$ cat src/rtl/bedc_pkg.sv
// Package: event codes, register reset value and shared types for the button event block.
`timescale 1ns / 1ps

package bedc_pkg;

    localparam int unsigned NUM_BUTTONS = 3;
    localparam int unsigned EVENT_BITS  = 3;
    localparam int unsigned COUNT_BITS  = 2;
    localparam int unsigned STAMP_BITS  = 32;

    typedef logic [EVENT_BITS-1:0] t_event;
    typedef logic [COUNT_BITS-1:0] t_count;

    localparam t_event EV_NONE   = 3'd0;
    localparam t_event EV_DOWN   = 3'd1;
    localparam t_event EV_UP     = 3'd2;
    localparam t_event EV_HELD   = 3'd3;
    localparam t_event EV_DOUBLE = 3'd4;

    localparam t_count COUNT_IDLE  = 2'd0;
    localparam t_count COUNT_ONE   = 2'd1;
    localparam t_count COUNT_TWO   = 2'd2;

    localparam logic [STAMP_BITS-1:0] DCT_RESET = 32'd500;

    typedef struct packed {
        logic was;
        logic is_down;
        logic adv;
    } t_btn_ctl;

endpackage

$ cat src/rtl/bedc_if.sv
// Interfaces: poll input, event output and configuration write channels.
`timescale 1ns / 1ps

interface bedc_in_if;
    logic        valid;
    logic        ready;
    logic [2:0]  buttons;
    logic [31:0] now_ms;

    modport source (output valid, output buttons, output now_ms, input ready);
    modport sink (input valid, input buttons, input now_ms, output ready);
endinterface

interface bedc_out_if;
    logic       valid;
    logic       ready;
    logic [2:0] left_event;
    logic [2:0] right_event;
    logic [2:0] middle_event;

    modport source (output valid, output left_event, output right_event,
                    output middle_event, input ready);
    modport sink (input valid, input left_event, input right_event,
                  input middle_event, output ready);
endinterface

interface bedc_cfg_if;
    logic        valid;
    logic        ready;
    logic [31:0] data;

    modport source (output valid, output data, input ready);
    modport sink (input valid, input data, output ready);
endinterface

$ cat src/rtl/bedc_button.sv
// Per-button edge classifier with click count and double-click timing.
`timescale 1ns / 1ps

module bedc_button
    import bedc_pkg::*;
#(
    parameter int TIME_BITS = 32
) (
    input  logic                  i_clk,
    input  logic                  i_rst_n,
    input  t_btn_ctl              i_ctl,
    input  logic [TIME_BITS-1:0]  i_now,
    input  logic [STAMP_BITS-1:0] i_dct,
    output t_event                o_event
);

    localparam int CMP_BITS = (TIME_BITS > STAMP_BITS) ? TIME_BITS : STAMP_BITS;

    t_count               r_count;
    t_count               n_count;
    logic [TIME_BITS-1:0] r_start;
    logic [TIME_BITS-1:0] n_start;
    logic [TIME_BITS-1:0] w_elapsed;
    logic [CMP_BITS-1:0]  w_elapsed_ext;
    logic [CMP_BITS-1:0]  w_dct_ext;
    logic                 w_stale;
    logic                 w_within;
    t_count               w_cnt_clr;
    t_event               w_edge;

    assign w_elapsed     = i_now - r_start;
    assign w_elapsed_ext = CMP_BITS'(w_elapsed);
    assign w_dct_ext     = CMP_BITS'(i_dct);
    assign w_stale       = (w_elapsed_ext >= w_dct_ext);
    assign w_within      = (w_elapsed_ext <= w_dct_ext);

    always_comb begin
        case ({i_ctl.was, i_ctl.is_down})
            2'b01:   w_edge = EV_DOWN;
            2'b10:   w_edge = EV_UP;
            2'b11:   w_edge = EV_HELD;
            default: w_edge = EV_NONE;
        endcase
    end

    always_comb begin
        n_count   = r_count;
        n_start   = r_start;
        o_event   = w_edge;
        w_cnt_clr = (r_count == COUNT_ONE && w_stale) ? COUNT_IDLE : r_count;
        if (w_edge == EV_DOWN) begin
            n_count = (w_cnt_clr < COUNT_TWO) ? w_cnt_clr + COUNT_ONE : w_cnt_clr;
            if (n_count == COUNT_ONE) begin
                n_start = i_now;
            end
        end else if (w_edge == EV_UP) begin
            if (r_count == COUNT_ONE) begin
                n_count = w_cnt_clr;
            end else if (r_count == COUNT_TWO) begin
                if (w_within) begin
                    o_event = EV_DOUBLE;
                end
                n_count = COUNT_IDLE;
            end
        end
    end

    always_ff @(posedge i_clk) begin
        if (!i_rst_n) begin
            r_count <= COUNT_IDLE;
            r_start <= '0;
        end else if (i_ctl.adv) begin
            r_count <= n_count;
            r_start <= n_start;
        end
    end

    a_count_range: assert property (@(posedge i_clk) disable iff (!i_rst_n)
        r_count != 2'd3)
        else $error("click count out of range");

    a_up_clears_pair: assert property (@(posedge i_clk) disable iff (!i_rst_n)
        (i_ctl.adv && w_edge == EV_UP && r_count == COUNT_TWO) |=> r_count == COUNT_IDLE)
        else $error("second release did not clear count");

    a_double_only_on_up: assert property (@(posedge i_clk) disable iff (!i_rst_n)
        (o_event == EV_DOUBLE) |-> (i_ctl.was && !i_ctl.is_down))
        else $error("double click without up edge");

endmodule

$ cat src/rtl/button_edge_and_double_click.sv
// Top level: button edge and double-click classifier with config register.
`timescale 1ns / 1ps

// Accepts one poll per clock cycle while the output side is ready and
// returns one result beat per poll. A poll is held in an input register;
// the three button classifiers evaluate it and update their click state in
// the cycle it moves into the output register. Time arithmetic is modulo
// 2^TIME_BITS. The double-click interval register resets to 500 ms and is
// written through the configuration channel; the user must write it only
// while the block is idle, and the block itself does not enforce this.
module button_edge_and_double_click
    import bedc_pkg::*;
#(
    parameter int TIME_BITS = 32
) (
    input  logic        i_clk,
    input  logic        i_rst_n,
    bedc_in_if.sink     i_in,
    bedc_out_if.source  o_out,
    bedc_cfg_if.sink    i_cfg
);

    localparam int EXT_BITS = (TIME_BITS > STAMP_BITS) ? TIME_BITS : STAMP_BITS;

    logic [STAMP_BITS-1:0]  r_dct;
    logic                   r_s1_valid;
    logic [NUM_BUTTONS-1:0] r_s1_buttons;
    logic [STAMP_BITS-1:0]  r_s1_now;
    logic [NUM_BUTTONS-1:0] r_prev;
    logic                   r_out_valid;
    t_event                 r_ev [NUM_BUTTONS];
    t_event                 w_ev [NUM_BUTTONS];
    logic                   w_out_free;
    logic                   w_adv;
    logic                   w_take;
    logic [EXT_BITS-1:0]    w_now_ext;
    logic [TIME_BITS-1:0]   w_now;

    assign w_out_free = !r_out_valid || o_out.ready;
    assign w_adv      = r_s1_valid && w_out_free;
    assign i_in.ready = i_rst_n && (!r_s1_valid || w_out_free);
    assign w_take     = i_in.valid && i_in.ready;
    assign i_cfg.ready = i_rst_n;

    assign w_now_ext = EXT_BITS'(r_s1_now);
    assign w_now     = w_now_ext[TIME_BITS-1:0];

    for (genvar g = 0; g < NUM_BUTTONS; g++) begin : g_btn
        t_btn_ctl w_ctl;

        assign w_ctl.was     = r_prev[g];
        assign w_ctl.is_down = r_s1_buttons[g];
        assign w_ctl.adv     = w_adv;

        bedc_button #(
            .TIME_BITS (TIME_BITS)
        ) u_button (
            .i_clk   (i_clk),
            .i_rst_n (i_rst_n),
            .i_ctl   (w_ctl),
            .i_now   (w_now),
            .i_dct   (r_dct),
            .o_event (w_ev[g])
        );
    end

    always_ff @(posedge i_clk) begin
        if (!i_rst_n) begin
            r_dct <= DCT_RESET;
        end else if (i_cfg.valid) begin
            r_dct <= i_cfg.data;
        end
    end

    always_ff @(posedge i_clk) begin
        if (!i_rst_n) begin
            r_s1_valid  <= 1'b0;
            r_out_valid <= 1'b0;
            r_prev      <= '0;
        end else begin
            if (w_take) begin
                r_s1_valid <= 1'b1;
            end else if (w_adv) begin
                r_s1_valid <= 1'b0;
            end
            if (w_adv) begin
                r_out_valid <= 1'b1;
                r_prev      <= r_s1_buttons;
            end else if (o_out.ready) begin
                r_out_valid <= 1'b0;
            end
        end
    end

    always_ff @(posedge i_clk) begin
        if (w_take) begin
            r_s1_buttons <= i_in.buttons;
            r_s1_now     <= i_in.now_ms;
        end
        if (w_adv) begin
            for (int b = 0; b < NUM_BUTTONS; b++) begin
                r_ev[b] <= w_ev[b];
            end
        end
    end

    assign o_out.valid        = r_out_valid;
    assign o_out.left_event   = r_ev[0];
    assign o_out.right_event  = r_ev[1];
    assign o_out.middle_event = r_ev[2];

    a_no_overrun: assert property (@(posedge i_clk) disable iff (!i_rst_n)
        !(w_take && r_s1_valid && !w_adv))
        else $error("input register overwritten");

    a_adv_fills_out: assert property (@(posedge i_clk) disable iff (!i_rst_n)
        w_adv |=> r_out_valid)
        else $error("advanced poll did not reach output");

    a_prev_tracks: assert property (@(posedge i_clk) disable iff (!i_rst_n)
        w_adv |=> r_prev == $past(r_s1_buttons))
        else $error("previous levels not updated");

    a_event_range: assert property (@(posedge i_clk) disable iff (!i_rst_n)
        r_out_valid |-> (r_ev[0] <= EV_DOUBLE && r_ev[1] <= EV_DOUBLE
                         && r_ev[2] <= EV_DOUBLE))
        else $error("event code out of range");

endmodule
$ cat src/flat_wrapper.sv
// flat-port wrapper written by rule: the top's interface ports become plain ports
module button_edge_and_double_click_flat import bedc_pkg::*;
#(
    parameter int TIME_BITS = 32
)
  (i_clk, i_rst_n, i_in_valid, i_in_buttons, i_in_now_ms, i_in_ready, o_out_valid, o_out_left_event, o_out_right_event, o_out_middle_event, o_out_ready, i_cfg_valid, i_cfg_data, i_cfg_ready);
  bedc_in_if i_in_i ();
  bedc_out_if o_out_i ();
  bedc_cfg_if i_cfg_i ();
  input  logic i_clk;
  input  logic i_rst_n;
  input wire logic [$bits(i_in_i.valid)-1:0] i_in_valid;
  input wire logic [$bits(i_in_i.buttons)-1:0] i_in_buttons;
  input wire logic [$bits(i_in_i.now_ms)-1:0] i_in_now_ms;
  output wire logic [$bits(i_in_i.ready)-1:0] i_in_ready;
  output wire logic [$bits(o_out_i.valid)-1:0] o_out_valid;
  output wire logic [$bits(o_out_i.left_event)-1:0] o_out_left_event;
  output wire logic [$bits(o_out_i.right_event)-1:0] o_out_right_event;
  output wire logic [$bits(o_out_i.middle_event)-1:0] o_out_middle_event;
  input wire logic [$bits(o_out_i.ready)-1:0] o_out_ready;
  input wire logic [$bits(i_cfg_i.valid)-1:0] i_cfg_valid;
  input wire logic [$bits(i_cfg_i.data)-1:0] i_cfg_data;
  output wire logic [$bits(i_cfg_i.ready)-1:0] i_cfg_ready;
  assign i_in_i.valid = i_in_valid;
  assign i_in_i.buttons = i_in_buttons;
  assign i_in_i.now_ms = i_in_now_ms;
  assign i_in_ready = i_in_i.ready;
  assign o_out_valid = o_out_i.valid;
  assign o_out_left_event = o_out_i.left_event;
  assign o_out_right_event = o_out_i.right_event;
  assign o_out_middle_event = o_out_i.middle_event;
  assign o_out_i.ready = o_out_ready;
  assign i_cfg_i.valid = i_cfg_valid;
  assign i_cfg_i.data = i_cfg_data;
  assign i_cfg_ready = i_cfg_i.ready;
  button_edge_and_double_click #(.TIME_BITS(TIME_BITS)) u_core (.i_clk(i_clk), .i_rst_n(i_rst_n), .i_in(i_in_i), .o_out(o_out_i), .i_cfg(i_cfg_i));
endmodule
$ cat config.mk
export PLATFORM = sky130hd
export DESIGN_NAME = button_edge_and_double_click_flat
export DESIGN_NICKNAME = d
export VERILOG_FILES = /design/src/rtl/bedc_pkg.sv /design/src/rtl/bedc_if.sv /design/src/rtl/bedc_button.sv /design/src/rtl/button_edge_and_double_click.sv /design/src/flat_wrapper.sv
export SDC_FILE = /design/constraint.sdc
export NUM_CORES = 1
export LEC_CHECK = 0
export ABC_AREA = 1
export BUFFER_PORTS_ARGS = -buffer_cell sky130_fd_sc_hd__buf_2
export CAP_MARGIN = 20
export CORE_MARGIN = 10
export CORE_UTILIZATION = 35
export DETAILED_ROUTE_END_ITERATION = 10
export GPL_TIMING_DRIVEN = 0
export HOLD_SLACK_MARGIN = 0.06
export PLACE_DENSITY_LB_ADDON = 0.08
export SYNTH_ARGS = -nofsm -noshare
export SYNTH_HDL_FRONTEND = slang
export SYNTH_HIERARCHICAL = 1
export SYNTH_SLANG_ARGS = --single-unit
$ cat constraint.sdc
create_clock -name i_clk -period 5 [get_ports i_clk]
set_input_delay 1.25 -clock i_clk [delete_from_list [all_inputs] [get_ports i_clk]]
set_output_delay 1.25 -clock i_clk [all_outputs]
set_load 0.05 [all_outputs]
==> out/summary.txt <==
RUN STATUS
----------------------------------------------------------------------------------------
Result of the run .........................................................    completed

SETUP PATH
----------------------------------------------------------------------------------------
Capturing element type of the critical path ...............................     register
Launching instance or port of the critical path ........................... u_core/r_s1_now[4]
Worst-path fanout max .....................................................           10
CP Cell Sequence .......................................................... ha_1 -> nand2_1 -> o21ai_0 -> a21o_1 -> a21oi_1 -> o21ai_1 -> nand3_1 -> nand3_1 -> nand2_1 -> ha_1 -> nand2_1 -> nor2_1 -> nor3b_2 -> nand2_1 -> nor2_2 -> nand2_1 -> nand3_2 -> buf_2 -> nand4_1 -> nand2_1 -> nor2_1
CP required ...............................................................      5400 ps
Critical path data arrival time ...........................................      5050 ps
Setup slack, reg-to-reg ...................................................       340 ps
Type of the worst setup path .............................................. register to register
WP buf/inv ................................................................            1
Category of the worst setup path launch point .............................     register
Critical Path Sink ........................................................ u_core/g_btn[1].u_button/r_start[31]
Depth of the worst register-to-register path ..............................           21
Total number of cells along the worst setup path ..........................           21
Slowest cell on the critical path .........................................     edfxtp_1
Destination of the worst register-to-register timing path ................. u_core/g_btn[1].u_button/r_start[31]
Worst r2r src ............................................................. u_core/r_s1_now[4]
Family with the most delay on the worst path .............................. simple AND/OR/NAND/NOR gates
Slowest stage delay, CP ...................................................       580 ps
Top cell by count, worst path .............................................      nand2_1

FLOORPLAN
----------------------------------------------------------------------------------------
Site row count ............................................................           78
Die span in y .............................................................     234.3 µm
Starting density of the core ..............................................       35.43%
Area enclosed by the die boundary .........................................  0.05491 mm²
Area of the core region ...................................................  0.04538 mm²
Number of top-level pins ..................................................           84
Width of the die ..........................................................     234.3 µm

DRT
----------------------------------------------------------------------------------------
Final Routed Wirelength ...................................................    51,300 µm
Violation count after the first detailed-route iteration ..................          896
Total vias in the final route .............................................       15,040
Number of DRC violations after detailed routing ...........................            0
Number of vias per cell ...................................................        4.747
Final routed wire length divided by cell count ............................     16.19 µm
First-pass iteration count of the detailed router .........................            5
Post-route antenna net violation count ....................................            0

TIMING
----------------------------------------------------------------------------------------
Setup tns final ...........................................................         0 ps
Final-report max-slew violation count .....................................            0
RSZ-0062 raised after global routing ......................................           no
Portion of the clock cycle consumed by the worst path in the final layout .       93.10%
Final Worst Setup Slack ...................................................     344.8 ps
Final hold slack ..........................................................     520.2 ps
Achievable frequency ......................................................    214.8 MHz
Relative slew margins .....................................................       54.03%
Final hold viol count .....................................................            0
Worst clock skew ..........................................................     13.47 ps
Post-layout min period ....................................................      4655 ps
Number of failing setup endpoints in the final timing report ..............            0
Slew of the pin with the lowest slew margin ...............................     689.6 ps

CLOCK NETWORK
----------------------------------------------------------------------------------------
Clock-pin slew on the worst setup and hold paths ..........................        80 ps
Worst-case clock buffer depth .............................................            2
Post-CTS Hold Fix Bufs ....................................................            0
Setup bufs post-CTS .......................................................            0
Number of CTS-inserted buffers ............................................           17
Clock tree from TritonCTS .................................................         done
Insertion delay of the later-clocked pin in the worst-skew pair ...........       500 ps
Number of H-tree branching levels .........................................            4
Clock root cell ...........................................................    clkbuf_16
Sink count of the clock tree ..............................................          183
Resized Gates After CTS ...................................................            3

PLACED DESIGN
----------------------------------------------------------------------------------------
HPWL after detailed placement .............................................    43,370 µm
Worst setup slack before clock tree synthesis .............................    -184.8 ps
Final weighted congestion in routability-driven placement .................       0.8756
Post-placement cell count .................................................        3,136
Cell area reported after detailed placement ...............................  0.01728 mm²
Port buffer count .........................................................           82

RUN
----------------------------------------------------------------------------------------
Reported max-cap violation count ..........................................            0

FINAL LAYOUT
----------------------------------------------------------------------------------------
Relative area change from synthesis to final layout .......................       10.98%
Fraction of layout instances using a drive strength above 1 ...............       7.087%
Area of all placed cells without fillers ..................................  0.01784 mm²
Utilization after layout ..................................................       39.32%
Diodes inserted ...........................................................            0
Total Nets Final ..........................................................        2,831
Count of placed standard cells in the final layout, fillers left out ......        3,168
Fillers ...................................................................        4,893

SYNTH
----------------------------------------------------------------------------------------
Netlist Area Pre-Place ....................................................  0.01608 mm²
Synth Instances ...........................................................        2,452
Synthesized flop and latch total ..........................................          183
Sequential share of the synthesized area ..................................       25.53%
Synthesized area per cell .................................................    6.557 µm²
Count of cell types in the netlist ........................................           48
Count of yosys warnings during synthesis ..................................            6
Synthesized Nets ..........................................................        2,728

GLOBAL ROUTING
----------------------------------------------------------------------------------------
Antenna violations before repair ..........................................            0
Pin count of the biggest net entering global routing ......................           31
Via count of the first global-routing pass ................................       14,640
First-pass GRT wire length ................................................    79,730 µm
GRT Residual Overflow .....................................................            0
All-layer global routing usage ............................................       19.11%

POWER AND IR DROP
----------------------------------------------------------------------------------------
Power density cells ....................................................... 255.2 mW/mm²
Peak ir drop on the vdd network ...........................................     182.9 µV
Cell leakage power ........................................................     8.892 nW
Overall Power .............................................................     4.553 mW

WORST HOLD PATH
----------------------------------------------------------------------------------------
Class of the tightest hold or removal check ............................... register to register

==> worst min-delay path by stage <==
stage	slack (ps)	from	to	cells after the start
2_1_floorplan	470	u_core/r_dct[2]	u_core/r_dct[2]	2
3_3_place_gp	500	u_core/g_btn[1].u_button/r_count[0]	u_core/g_btn[1].u_button/r_count[0]	2
3_5_place_dp	510	u_core/g_btn[1].u_button/r_count[0]	u_core/g_btn[1].u_button/r_count[0]	2
5_1_grt	550	u_core/g_btn[1].u_button/r_count[0]	u_core/g_btn[1].u_button/r_count[0]	2
4_1_cts	520	u_core/g_btn[1].u_button/r_count[0]	u_core/g_btn[1].u_button/r_count[0]	2
6_report	520	u_core/g_btn[2].u_button/r_count[0]	u_core/g_btn[2].u_button/r_count[0]	2
==> worst register-to-register path, cell delays in order (launching register included) <==
cell and delay (ps):
edfxtp_1 580, ha_1 450, nand2_1 80, o21ai_0 240
a21o_1 220, a21oi_1 170, o21ai_1 410, nand3_1 180
nand3_1 130, nand2_1 60, ha_1 290, nand2_1 80
nor2_1 120, nor3b_2 270, nand2_1 120, nor2_2 210
nand2_1 170, nand3_2 220, buf_2 280, nand4_1 120
nand2_1 110, nor2_1 50
==> cell families after synthesis <==
| logic type | count (synthesis) | share of synthesized area, % |
|---|---|---|
| simple gates | 1029 | 27.53 |
| xor+xnor | 88 | 4.794 |
| compound gates | 341 | 11.45 |
| fa+ha+maj | 204 | 16.02 |
| flops | 183 | 25.53 |
| buf+inv | 607 | 14.69 |
==> cell usage in the layout (no fill, tap or decap), drive strengths merged, types with 44 or more instances in the layout <==
cell    instances
inv           549
nand2         528
nor2          272
ha            201
a21oi         177
dfxtp         139
buf           130
nand4         118
o21ai         114
nand3          75
xor2           52
edfxtp         44
==> flip-flops by register name, indices dropped and copies added (netlist names) <==
| signal | count |
|---|---|
| u_core/g_btn.u_button/r_count | 6 |
| u_core/g_btn.u_button/r_start | 96 |
| u_core/o_out.valid | 1 |
| u_core/r_dct | 32 |
| u_core/r_ev | 9 |
| u_core/r_prev | 3 |
| u_core/r_s1_buttons | 3 |
| u_core/r_s1_now | 32 |
| u_core/r_s1_valid | 1 |
==> cell usage after synthesis, drive strengths merged <==
cell     number  area share, %
o221ai        2           0.11
o22ai         3           0.12
nor4          5           0.19
nand4       118            4.7
o2111ai       3           0.16
fa            3           0.37
xnor2        36            2.0
xor2         52            2.8
buf          46            1.6
a31oi        10           0.39
ha          201             16
o31a          2           0.11
nor2b         2          0.078
or2           3           0.12
inv         543             13
nor3         19           0.62
a21oi       177            5.5
a21boi        3           0.14
nand2       528             12
o21bai        6           0.28
nor2        272            6.4
o311a         2           0.12
nand3        75            2.7
and2          4           0.16
nor3b         2           0.16
and3          1          0.039
o21a          6           0.28
clkbuf       18           0.44
a21o         10           0.47
o21ai       114            3.6
dfxtp       139             17
edfxtp       44            8.2
a221oi        3           0.16
==> routing by layer <==
layer	track usage [%]	up-vias	wire length [µm]
met3	2.671	58	1586
met2	31.80	246	23730
met5	0	-	0
met1	24.50	6733	24500
met4	7.711	0	1495
li1	-	8002	-
==> final cells by class <==
cell class	instances	area (µm²)	area share, %
clock buffers	21	450.4	2.525
plain buffers	64	322.8	1.809
repair buffers	84	445.4	2.496
well taps	600	750.7	4.208
flip-flops and latches	183	4104	23.00
clock inverters	11	92.59	0.5189
inverters	543	2038	11.42
multi-input cells	1662	9638	54.02
==> power by group <==
| group | switching (mW) | internal [mW] |
|---|---|---|
| clock network | 0.661 | 0.659 |
| logic | 0.966 | 0.577 |
| registers | 0.0955 | 1.60 |
| total | 1.72 | 2.83 |
(Power assumes the default switching activity.)
